==> config.mk <==
export PLATFORM = sky130hd
export DESIGN_NAME = ahgs_ctrl
export DESIGN_NICKNAME = d
export VERILOG_FILES = /design/src/hw/rtl/ahgs_pkg.sv /design/src/hw/rtl/ahgs_ctrl.sv
export SDC_FILE = /design/constraint.sdc
export NUM_CORES = 1
export LEC_CHECK = 0
export BUFFER_PORTS_ARGS = -buffer_cell sky130_fd_sc_hd__buf_2
export CAP_MARGIN = 20
export CORE_AREA = 3 3 40 42
export CTS_BUF_LIST = sky130_fd_sc_hd__clkbuf_4
export CTS_CLUSTER_DIAMETER = 120
export DETAILED_ROUTE_END_ITERATION = 16
export DIE_AREA = 0 0 43 45
export REMOVE_ABC_BUFFERS = 1
export SLEW_MARGIN = 20
export SYNTH_ARGS = -nofsm -noshare
export SYNTH_HDL_FRONTEND = slang
export SYNTH_SLANG_ARGS = --single-unit
==> constraint.sdc <==
create_clock -name clk -period 1.7 [get_ports clk]
set_input_delay 0.34 -clock clk [delete_from_list [all_inputs] [get_ports clk]]
set_output_delay 0.34 -clock clk [all_outputs]
set_load 0.005 [all_outputs]
==> src/hw/rtl/ahgs_pkg.sv <==
// Shared types, constants and kernel table functions for the angular histogram smoother.
package ahgs_pkg;

  localparam int SPREAD_DEGREES_DEF   = 11;
  localparam int COUNT_BITS_DEF       = 24;
  localparam int WEIGHT_FRAC_BITS_DEF = 16;

  localparam int NUM_ANGLES = 180;
  localparam int NUM_BINS   = 360;
  localparam int HALF_TURN  = 180;
  localparam int ACC_W      = 48;
  localparam int TOTAL_W    = 57;
  localparam int DENS_W     = 25;
  localparam int DENS_FRAC  = 24;
  localparam int ANG_W      = 8;
  localparam int BIN_W      = 9;
  localparam int COUNT_IN_W = 24;
  localparam int DIV_STEPS  = DENS_FRAC + 1;

  typedef enum logic [1:0] {
    CMD_LOAD    = 2'd0,
    CMD_COMPUTE = 2'd1,
    CMD_READ    = 2'd2,
    CMD_CLEAR   = 2'd3
  } cmd_t;

  typedef struct packed {
    logic [1:0]            command;
    logic [ANG_W-1:0]      angle;
    logic [COUNT_IN_W-1:0] count;
    logic [BIN_W-1:0]      bin;
  } in_item_t;

  typedef struct packed {
    logic              result_kind;
    logic [BIN_W-1:0]  bin_index;
    logic [DENS_W-1:0] density;
    logic              no_data;
  } out_item_t;

  typedef enum logic [3:0] {
    ST_IDLE,
    ST_MIN,
    ST_MIN_DRAIN,
    ST_GATHER,
    ST_DRAIN,
    ST_STORE,
    ST_RD_ADDR,
    ST_DIV_LOAD,
    ST_DIV,
    ST_FINISH
  } state_t;

  typedef struct packed {
    logic take;
    logic min_issue;
    logic gather_issue;
    logic acc_store;
    logic div_load;
    logic div_step;
    logic emit;
  } ctrl_cmd_t;

  typedef struct packed {
    logic ang_last;
    logic j_last;
    logic bin_last;
    logic pipe_empty;
    logic read_trivial;
    logic div_done;
    logic out_full;
  } dp_stat_t;

  // Shift-subtract division, evaluated only while building the kernel table.
  function automatic logic [127:0] div_u128(input logic [127:0] num, input logic [127:0] den);
    logic [127:0] q;
    logic [127:0] r;
    q = '0;
    r = '0;
    for (int i = 127; i >= 0; i--) begin
      r = {r[126:0], num[i]};
      if (r >= den) begin
        r = r - den;
        q[i] = 1'b1;
      end
    end
    return q;
  endfunction

  function automatic logic [63:0] mul_q62(input logic [63:0] a, input logic [63:0] b);
    logic [127:0] p;
    p = {64'b0, a} * {64'b0, b};
    return p[125:62];
  endfunction

  // Kernel entry for distance d: exp(-d^2 * 2.7730125 / s^2) rounded to wfb fraction bits.
  function automatic logic [63:0] gauss_weight(input int d, input int s, input int wfb);
    logic [127:0] num;
    logic [127:0] den;
    logic [127:0] q;
    logic [63:0]  y;
    logic [63:0]  t;
    logic [63:0]  m;
    num = 128'(d * d) * 128'd27730125;
    den = 128'(s * s) * 128'd10000000;
    q   = div_u128(num << 50, den);
    y   = q[63:0];
    t   = 64'd1 << 62;
    for (int k = 6; k >= 1; k--) begin
      m = mul_q62(y, t);
      q = div_u128({64'b0, m}, 128'(k));
      t = (64'd1 << 62) - q[63:0];
    end
    for (int h = 0; h < 12; h++) begin
      t = mul_q62(t, t);
    end
    return (t + (64'd1 << (61 - wfb))) >> (62 - wfb);
  endfunction

endpackage

==> src/hw/rtl/ahgs_ctrl.sv <==
// Sequencer for load, clear, compute and read commands.
module ahgs_ctrl (
  input  logic                 clk,
  input  logic                 rst,
  input  logic                 in_valid,
  input  logic [1:0]           in_command,
  output logic                 in_ready,
  input  logic                 out_ready,
  input  ahgs_pkg::dp_stat_t   stat,
  output ahgs_pkg::ctrl_cmd_t  cmd
);
  import ahgs_pkg::*;

  state_t state;
  state_t state_next;

  always_ff @(posedge clk) begin
    if (rst) begin
      state <= ST_IDLE;
    end else begin
      state <= state_next;
    end
  end

  always_comb begin
    state_next = state;
    case (state)
      ST_IDLE: begin
        if (in_valid) begin
          if (in_command == CMD_COMPUTE) begin
            state_next = ST_MIN;
          end else if (in_command == CMD_READ) begin
            state_next = ST_RD_ADDR;
          end
        end
      end
      ST_MIN:       if (stat.ang_last) state_next = ST_MIN_DRAIN;
      ST_MIN_DRAIN: if (stat.pipe_empty) state_next = ST_GATHER;
      ST_GATHER:    if (stat.j_last) state_next = ST_DRAIN;
      ST_DRAIN:     if (stat.pipe_empty) state_next = ST_STORE;
      ST_STORE:     state_next = stat.bin_last ? ST_FINISH : ST_GATHER;
      ST_RD_ADDR:   state_next = stat.read_trivial ? ST_FINISH : ST_DIV_LOAD;
      ST_DIV_LOAD:  state_next = ST_DIV;
      ST_DIV:       if (stat.div_done) state_next = ST_FINISH;
      ST_FINISH:    if (!stat.out_full || out_ready) state_next = ST_IDLE;
      default:      state_next = ST_IDLE;
    endcase
  end

  always_comb begin
    in_ready         = (state == ST_IDLE);
    cmd.take         = (state == ST_IDLE) && in_valid;
    cmd.min_issue    = (state == ST_MIN);
    cmd.gather_issue = (state == ST_GATHER);
    cmd.acc_store    = (state == ST_STORE);
    cmd.div_load     = (state == ST_DIV_LOAD);
    cmd.div_step     = (state == ST_DIV) && !stat.div_done;
    cmd.emit         = (state == ST_FINISH) && (!stat.out_full || out_ready);
  end
endmodule

# Word-level counts from Yosys, hierarchy flattened

Cells that the tools add are included.

Bits of input ports: 13
ROM bits: 0
Memory bits (writable): 0
Logic and storage cells: 40
Latch bits: 0
Memories kept: 0
Register bits: 4

Divide/modulo/power cells: 0
$add $sub $neg: 0
Shifts and indexed selects: 0
Bitwise logic cells: 0
Eq/ne operators: 19
Multiply operators: 0
Mux-type cells: 12
Reduce and logical (&&, ||, !) cells: 8
$lt $le $gt $ge: 0

Operator list:

| operator             | count |
|---|---|
| $mux W4              | 11 |
| $pmux W4 S10         | 1 |
| $eq A4 B3 Y1 const B | 4 |
| $ne A2 B2 Y1 const B | 7 |
| $eq A4 B2 Y1 const B | 2 |
| $eq A4 B4 Y1 const B | 2 |
| $reduce_and A8 Y1    | 1 |
| $eq A4 B1 Y1 const B | 1 |
| $logic_not A4 Y1     | 1 |
| $logic_and A1 B1 Y1  | 3 |
| $ne A3 B1 Y1 const B | 1 |
| $eq A2 B1 Y1 const B | 1 |
| $eq A2 B2 Y1 const B | 1 |
| $logic_not A1 Y1     | 2 |
| $logic_or A1 B1 Y1   | 1 |

# Depth between registers and ports, before layout

Gate-level depths: netlist of the first run.

Word-level depth: 5
Mapped depth: 6

# Worst setup path before layout of the first run

Ideal clock, no wire load.

Kind: register to register
Start point: reg state[1]
End point: reg state[3]
Setup slack: 0.268 ns
Cell stages (with the launch flop): 6
Clock period less this slack: 1.432 ns
Data arrival time: 1.318 ns
Path buffers: 0
Path through: dfxtp_1 nand2b_2 o32a_1 o221ai_4 mux2i_1 nor2_1

Cells in the longest elaborated chain, start to end: 3
Elaborated cells between the ends (all ways): 20

RTL lines:

| item                                                          | line            | RTL |
|---|---|---|
| from (decl)                                                   | ahgs_ctrl.sv:14 | `state_t state;` |
| from (signal assigned)                                        | ahgs_ctrl.sv:21 | `state <= state_next;` |
| $eq A4 B4 Y1 (tied with other cells)                          | ahgs_ctrl.sv:27 | `case (state)` |
| $ne A2 B2 Y1 (no line) / $ne A3 B1 Y1 (equally long branches) | --              |  |
| $reduce_and A8 Y1 (no line)                                   | --              |  |

Several ways; a longest one is shown, not always the timed one.
A chain may end at the register's enable or synchronous reset.

==> reports/results.ini, run 1 <==
[outcome]
status = completed

[die]
pin_count = 21
initial_utilization_pct = 35.2
die-width_um = 43
coreArea_sq_um = 1280
num_rows = 13
fp.dieH_um = 45
dieArea_sq_um = 1940

[critical_path]
crit_fanout = 9
startpoint_type = flip-flop
worstSetupStartpoint = state[2]
arrival_ns = 1.27
worstPathRequired_ns = 1.36
reg2reg_from = state[0]
crit_path_end_kind = output port
critical_path_class = flip-flop to output port

[logic_synthesis]
synthSimpleGateAreaFrac_pct = 32.9
synth_mux_area_share_pct = 2.21
synth_area_per_cell_sq_um = 7.19
yosys.area_share.adder_pct = 0
ys_warn_count = 0
synth_top_family_by_area = compound AO/OA/AOI/OAI gates
ys_ff_latch = 4
synthXorXnorAreaFrac_pct = 3.87
synth_cell_types = 33
synth_compound_area_share_pct = 33.4
syn-cell-area_sq_um = 453
seq_area_frac_synth_pct = 17.7
synthCells = 63

[sta]
period_needed_ns = 1.61
rsz0062_at_grt = no
setup_viol = 0
slew_headroom_pct = 80.2
tightestPinTransition_ns = 0.297
fin_crit_sh_pct = 94.6
clock.fmax_ghz = 0.622
tns_ns = 0
setup_ws_ns = 0.0922
maxSlewViolCount = 0
fin_skew_ns = 0.00474
final_hold_viol_count = 0

[detailed_routing]
vias = 507
dr.pass1.iters = 4
vias_per_cell = 4.97
wl_per_cell_um = 10.9
drt_drc_violations_left = 0
drt_iter0_markers = 4
ant_nets = 0
routed_wl_um = 1110

[placed_design]
placed_area_sq_um = 583
pre_cts_ws_ns = 0.0709
place.detailed.hpwl_um = 898
port_buffers = 20
gp_congestion = 0.751

[finish]
syn2layout_area_growth_pct = 40.6
regMostFlops = state
largest_reg_flops = 4
diodes = 0
final_common_cell = buf_2
nets = 102
reg_top3 = state x4
regArea_sq_um = 85.1
drive_gt1_share_pct = 51.7
fin_area_sq_um = 637
multi_input_area_sq_um = 354
nFillCells = 132
final_cell_mix = 20 x buf_2, 6 x a21oi_1, 5 x buf_4

[min_path]
hold_path.class = input port to flip-flop
min_from = rst

[clocking]
clock_latency_ns = 0.23
numClockSinks = 4
htree_levels = 1
root_buffer = clkbuf_4
clk_pin_slew_worst_paths_ns = 0.04
cts_tree = built
numCtsBuffers = 3
clockBufferDepth = 2

[global_route]
antenna_found_initial = 0
globalRoute.totalOverflow = 0
grt_pass1_vias = 469
grt_usage_pct = 13.4
grt_first_pass_wirelength_um = 2000
grt_max_degree = 12

[job]
maxCapViolCount = 0

[power]
p_leak_uw = 0.000270
vdd_drop_max_v = 0.000674
powerDensity_nw_per_um2 = 1380

## where the power goes
| group | total, uW | switching, uW | internal, uW | leakage [uW] |
|---|---|---|---|---|
| Sequential | 191 | 63.5 | 127 | 0.0000344 |
| Clock | 116 | 37.1 | 78.8 | 0.0000138 |
| Combinational | 572 | 284 | 289 | 0.000222 |
## cell usage after synthesis
cell type	n	share of area, %
buf_4	1	1.7
nand2b_1	3	4.1
o221ai_4	1	5.8
inv_2	3	2.5
nand2b_2	1	1.9
o21a_1	1	1.7
a31oi_1	1	1.4
nor4_2	1	2.8
o21ai_1	2	2.2
or2_1	1	1.4
nor2b_1	2	2.8
inv_1	2	1.7
a211o_1	1	1.9
buf_2	2	2.2
a22oi_1	1	1.7
nor3_2	1	2.2
o32a_1	1	2.2
nand2_1	5	4.1
xnor2_1	2	3.9
dlygate4sd1_1	1	1.9
dfxtp_1	4	18
o21ai_2	1	1.9
a211oi_2	1	2.8
nand3_1	1	1.1
a21oi_1	6	6.6
and2_1	1	1.4
nor3_1	5	5.5
a211oi_1	1	1.7
o22ai_1	1	1.4
mux2i_1	1	2.2
nor2_1	5	4.1
or3_1	1	1.4
o21ai_0	2	2.2
## kinds of logic (layout without fill, tap and decap cells)
kind of cell | Yosys count | count (layout)
buffers and inverters | 9 | 33
multiplexers | 1 | 1
XOR/XNOR | 2 | 2
flip-flops | 4 | 4
AND/OR/NAND/NOR | 27 | 27
AO/OA/AOI/OAI | 20 | 20
## area by class of cell
cell class | instances | area share (%)
clock buffer | 3 | 3.54
inverter | 5 | 2.95
multi-input combinational | 50 | 55.6
sequential | 4 | 13.4
tap | 15 | 2.95
timing repair buffer | 25 | 21.6
## routing by layer
| metal | GRT usage, % | share of wire (%) |
|---|---|---|
| met5 | 0 | 0 |
| met4 | 7.23 | 0 |
| met1 | 16.3 | 46 |
| met2 | 22.5 | 50 |
| met3 | 2.39 | 4.2 |
## final timing paths
check	endpoint	slack, ns	cells after the start
worst min-delay path	state[0]	0.32	2
worst max-delay path	cmd[0]	0.09	5
worst min register to register	state[0]	0.67	3
worst max register to register	state[3]	0.15	5
## repair_timing
item | CTS | global route
gates resized for setup | 1 | 9
endpoints found under the setup margin | 1 | 8
buffers inserted | 0 | 0
hold buffers | 0 | 0
## through the flow
step / std cells / hold slack (ns) / utilization [%] / total power, uW
CTS: 102 / 0.311 / 47.3 / 844
floorplan: 59 / 0.405 / - / 551
finish: 102 / 0.317 / 49.6 / 879
global route: 102 / 0.312 / 49.6 / 977
global placement: 99 / 0.555 / 45.4 / 716
detailed placement: 99 / 0.563 / 45.4 / 715
## worst max-delay path, cell delays in order, from the launching register on
cell and delay [ns]:
dfxtp_2 0.34, buf_4 0.18, nor2_4 0.10, nand2_2 0.08, a211oi_1 0.19, buf_2 0.14
Note: power is estimated with default switching activity, not from simulation.
==> inputs of run 2 (changes only) <==
- ABC_AREA: unset -> 1
==> run 2 against run 1 <==
Against the previous run: setup slack worse by 0.028 ns; sequential cell count stayed put; clock skew is 0.00094 ns lower; area after synthesis is 8.3% higher; critical path type unchanged; fmax is 1.7% lower; clock power hardly changed; die area stayed put.
==> reports/results.ini, run 2 <==
[power]
pwr-share-comb_pct = 69.6
switching_share_pct = 53.9
clkPwrFrac_pct = 10.8
powerDensity_nw_per_um2 = 1660
vdd_drop_max_v = 0.000569
p_leak_uw = 0.000380
internal_power_uw = 485
switchingPower_uw = 567
pwr-share-seq_pct = 19.6

[critical_path]
path_cells = inv_1 > nand2_1 > nor2_1 > buf_2
slowest_delay_ns = 0.35
critical_path_class = flip-flop to output port
reg2regPathDepth = 8
crit_fanout = 6
worstPathRequired_ns = 1.36
reg2reg_from = state[3]
worstSetupStartpoint = state[3]
r2r-end = state[3]
crit_path_end_kind = output port
startpoint_type = flip-flop
slowest_stage = dfxtp_1
rrSetupSlack_ns = 0.39
arrival_ns = 1.30

[outcome]
status = completed

[logic_synthesis]
synth_area_per_cell_sq_um = 5.57
synth_cell_types = 17
yosysTopAreaCell = nand2_1
yosys-top-cells-area = nand2_1 17%, dfxtp_1 16%, nand3_1 10%
synth_most_common_cell = nand2_1
synth_top_cell_area_share_pct = 16.8
ys_dominant_reg_cell = dfxtp_1
yosys-top-cells-count = 22 x nand2_1, 13 x nor2_1, 12 x inv_1, 10 x nand3_1, 6 x nor2_2
synthCells = 88
ys_ff_latch = 4
seq_area_frac_synth_pct = 16.3
ys_warn_count = 0
syn-cell-area_sq_um = 490
synth_enable_flop_cells = 0
synthArstFlopShare_pct = 0

[finish]
nFillCells = 142
final_common_cell = nand2_1
largest_reg_flops = 4
nets = 126
regMostFlops = state
reg_top3 = state x4
syn2layout_area_growth_pct = 29.3
final_cell_mix = 22 x nand2_1, 20 x buf_2, 12 x inv_1, 12 x nor2_1, 10 x nand3_1
fin_util_pct = 49.4
fin_area_sq_um = 634
drive_gt1_share_pct = 36.9
stdcell_count = 126
diodes = 0

[sta]
slew_headroom_pct = 81.5
final_hold_viol_count = 0
fin_crit_sh_pct = 96.2
setup_viol = 0
maxSlewViolCount = 0
clock.fmax_ghz = 0.611
tightestPinTransition_ns = 0.277
period_needed_ns = 1.64
fin_skew_ns = 0.00380
rsz0062_at_grt = yes

[detailed_routing]
wl_per_cell_um = 9.83
drt_drc_violations_left = 0
ant_nets = 0
dr.pass1.iters = 2
routed_wl_um = 1240
drt_iter0_markers = 8
vias = 579
vias_per_cell = 4.60

[placed_design]
dp.cells = 123
place.detailed.hpwl_um = 1100
port_buffers = 20
gp_congestion = 0.808
placed_area_sq_um = 609

[global_route]
grt_pass1_vias = 507
globalRoute.totalOverflow = 0
grt_max_degree = 8
antenna_found_initial = 0
grt_usage_pct = 14.4
grt_first_pass_wirelength_um = 2100

[clocking]
htree_levels = 1
cts_tree = built
cts_resized = 0
numCtsBuffers = 3
clockBufferDepth = 2
clock_latency_ns = 0.23
numClockSinks = 4
root_buffer = clkbuf_4
cts_hold_buffers = 0
cts_setup_buffers = 0
clk_pin_slew_worst_paths_ns = 0.04

[min_path]
hold_path.class = input port to flip-flop
min_path_cells = 2
min_from = rst
hold_end = state[2]

[job]
maxCapViolCount = 0

[die]
dieArea_sq_um = 1940
fp.dieH_um = 45
pin_count = 21
die-width_um = 43
num_rows = 13
initial_utilization_pct = 38.2
coreArea_sq_um = 1280

==> run 2: cell count changes in the layout (fill, tap and decap cells not counted), moves of 5 or more <==
cell and change:
nand3_1 +9, nor2_2 +7, inv_1 +10, nor2_1 +8, nand2_1 +18, buf_4 -5
==> run 2: cell type report <==
| cell class | instances | area (sq um) | share of cell area, % |
|---|---|---|---|
| Clock buffer | 3 | 22.5 | 3.55 |
| Timing Repair Buffer | 20 | 100 | 15.8 |
| Tap cell | 15 | 18.8 | 2.96 |
| Sequential cell | 4 | 80.1 | 12.6 |
| Multi-Input combinational cell | 68 | 353 | 55.6 |
| Inverter | 16 | 60.1 | 9.47 |
==> run 2: per-layer routing <==
metal  wire (um)  vias up  part of all wire [%]  track usage, %
met1         577      247                    47            18.5
met2         572       12                    46            23.1
met3          88        0                   7.1            5.18
met5           0        -                     0               0
li1            -      320                     -               -
met4           0        0                     0            3.61
==> run 2: logic make-up (layout without fill, tap and decap cells) <==
group           count (synthesis)  after routing  synth area share [%]
simple gates                   63             63                  65.6
compound gates                  5              5                  5.87
buf+inv                        16             39                  12.2
flops                           4              4                  16.3
==> run 2: worst max-delay path by stage <==
stage,end,slack (ns),cells after the start
CTS,cmd[3],0.09,4
global placement,cmd[3],0.33,4
floorplan,state[3],0.53,9
finish,cmd[3],0.06,4
global route,cmd[3],-0.01,4
detailed placement,cmd[3],0.34,4
==> run 2: worst max-delay path: cells and delay by family (launching register included) <==
| kind | cells | cell delay (ns) |
|---|---|---|
| buffers and inverters | 2 | 0.36 |
| DFF | 1 | 0.35 |
| and+or+nand+nor | 2 | 0.36 |
==> run 2: through the flow <==
step | setup slack, ns | hold slack [ns] | power [uW] | TNS, ns
2_1_floorplan | 0.534 | 0.409 | 772 | 0
3_3_place_gp | 0.330 | 0.530 | 944 | 0
3_5_place_dp | 0.342 | 0.532 | 941 | 0
6_report | 0.0638 | 0.291 | 1050 | 0
5_1_grt | -0.0125 | 0.291 | 1170 | -0.0230
4_1_cts | 0.0872 | 0.286 | 1060 | 0
==> run 2: power by group through the flow <==
stage	clock (uW)	combinational, uW	sequential [uW]
3_3_place_gp	0	740	204
6_report	114	732	206
2_1_floorplan	0	575	197
3_5_place_dp	0	736	205
5_1_grt	125	833	214
4_1_cts	120	738	204
==> inputs of run 3 (changes only) <==
- clock period: 1.7 -> 1.9 ns (I/O delays scaled with it)
==> run 3 against run 2 <==
Against the previous run: sequential power decreased by 12%; worst hold slack gained 0.024 ns; clock skew shrank 0.00096 ns.
==> reports/results.ini, run 3 (same netlist as run 2, synthesis figures left out) <==
[clocking]
cts_hold_buffers = 0
clock_latency_ns = 0.24
cts_setup_buffers = 0
root_buffer = clkbuf_4
clk_pin_slew_worst_paths_ns = 0.04
cts_tree = built
numCtsBuffers = 3
numClockSinks = 4
htree_levels = 1
cts_resized = 0
clockBufferDepth = 2

[global_route]
antenna_found_initial = 0
globalRoute.totalOverflow = 0
grt_max_degree = 8
grt_first_pass_wirelength_um = 2100
grt_pass1_vias = 535
grt_usage_pct = 14.3

[die]
initial_utilization_pct = 38.2
pin_count = 21
coreArea_sq_um = 1280
die-width_um = 43
fp.dieH_um = 45
num_rows = 13
dieArea_sq_um = 1940

[detailed_routing]
vias_per_cell = 4.80
routed_wl_um = 1280
drt_iter0_markers = 16
ant_nets = 0
dr.pass1.iters = 4
drt_drc_violations_left = 0
vias = 605
wl_per_cell_um = 10.2

[critical_path]
arrival_ns = 1.21
crit_fanout = 5
worstPathRequired_ns = 1.52
startpoint_type = flip-flop
crit_path_end_kind = output port
critical_path_class = flip-flop to output port
slowest_delay_ns = 0.37
slowest_stage = dfxtp_1
path_cells = inv_2 > nand2_1 > nor4_1 > buf_2

[sta]
rsz0062_at_grt = no
maxSlewViolCount = 0
fin_skew_ns = 0.00284
clock.fmax_ghz = 0.628
fin_crit_sh_pct = 83.8
slew_headroom_pct = 82.4
period_needed_ns = 1.59
tns_ns = 0
setup_ws_ns = 0.308
final_hold_viol_count = 0
setup_viol = 0
tightestPinTransition_ns = 0.264

[finish]
drive_gt1_share_pct = 36.0
final_common_cell = nand2_1
nFillCells = 136
nets = 126
regMostFlops = state
largest_reg_flops = 4
syn2layout_area_growth_pct = 28.8
stdcell_count = 126
reg_top3 = state x4
final_cell_mix = 22 x nand2_1, 20 x buf_2, 13 x nor2_1, 12 x inv_1, 10 x nand3_1
fin_area_sq_um = 632
diodes = 0

[placed_design]
placed_area_sq_um = 609
port_buffers = 20
dp.cells = 123
gp_congestion = 0.827
place.detailed.hpwl_um = 1090
pre_cts_ws_ns = 0.563

[min_path]
hold_path.class = input port to flip-flop

[power]
p_leak_uw = 0.000380
vdd_drop_max_v = 0.000635
powerDensity_nw_per_um2 = 1510

[job]
maxCapViolCount = 0

[outcome]
status = completed

run 3: layer usage:
metal	wire length, um	vias up	GRT usage [%]
met4	0	0	5.42
met1	573	260	17.8
li1	-	324	-
met5	0	-	0
met3	123	0	4.38
met2	583	21	23.4
run 3: power breakdown:
part	switching, uW	internal (uW)	leakage, uW
logic	423	242	0.000333
registers	62.3	120	0.0000331
clock network	35.6	70.7	0.0000138
run 3: final cells by class:
class	count	area, sq um	share of cell area [%]
clock buffers	3	22.5	3.56
multi-input cells	68	350	55.4
well taps	15	18.8	2.97
inverters	16	60.1	9.50
flip-flops and latches	4	80.1	12.7
repair buffers	20	100	15.8
run 3: critical path, delay by kind of cell, from the launching register on:
family | cells | cell delay [ns]
simple gates | 2 | 0.32
buf+inv | 2 | 0.29
flops | 1 | 0.37
run 3: stage by stage:
stage	hold slack (ns)	power, uW	utilization [%]
after global routing	0.328	1050	49.2
after CTS	0.313	957	49.2
after detailed placement	0.557	846	47.4
after floorplan	0.449	690	-
final	0.315	954	49.2
after global placement	0.563	849	47.4
run 3: worst paths after layout:
kind	startpoint	endpoint	slack [ns]	cells past startpoint
worst max register to register	state[2]	state[1]	0.58	9
worst max-delay path	state[1]	cmd[0]	0.31	4
worst min-delay path	rst	state[2]	0.32	2
worst min register to register	state[0]	state[0]	0.70	4
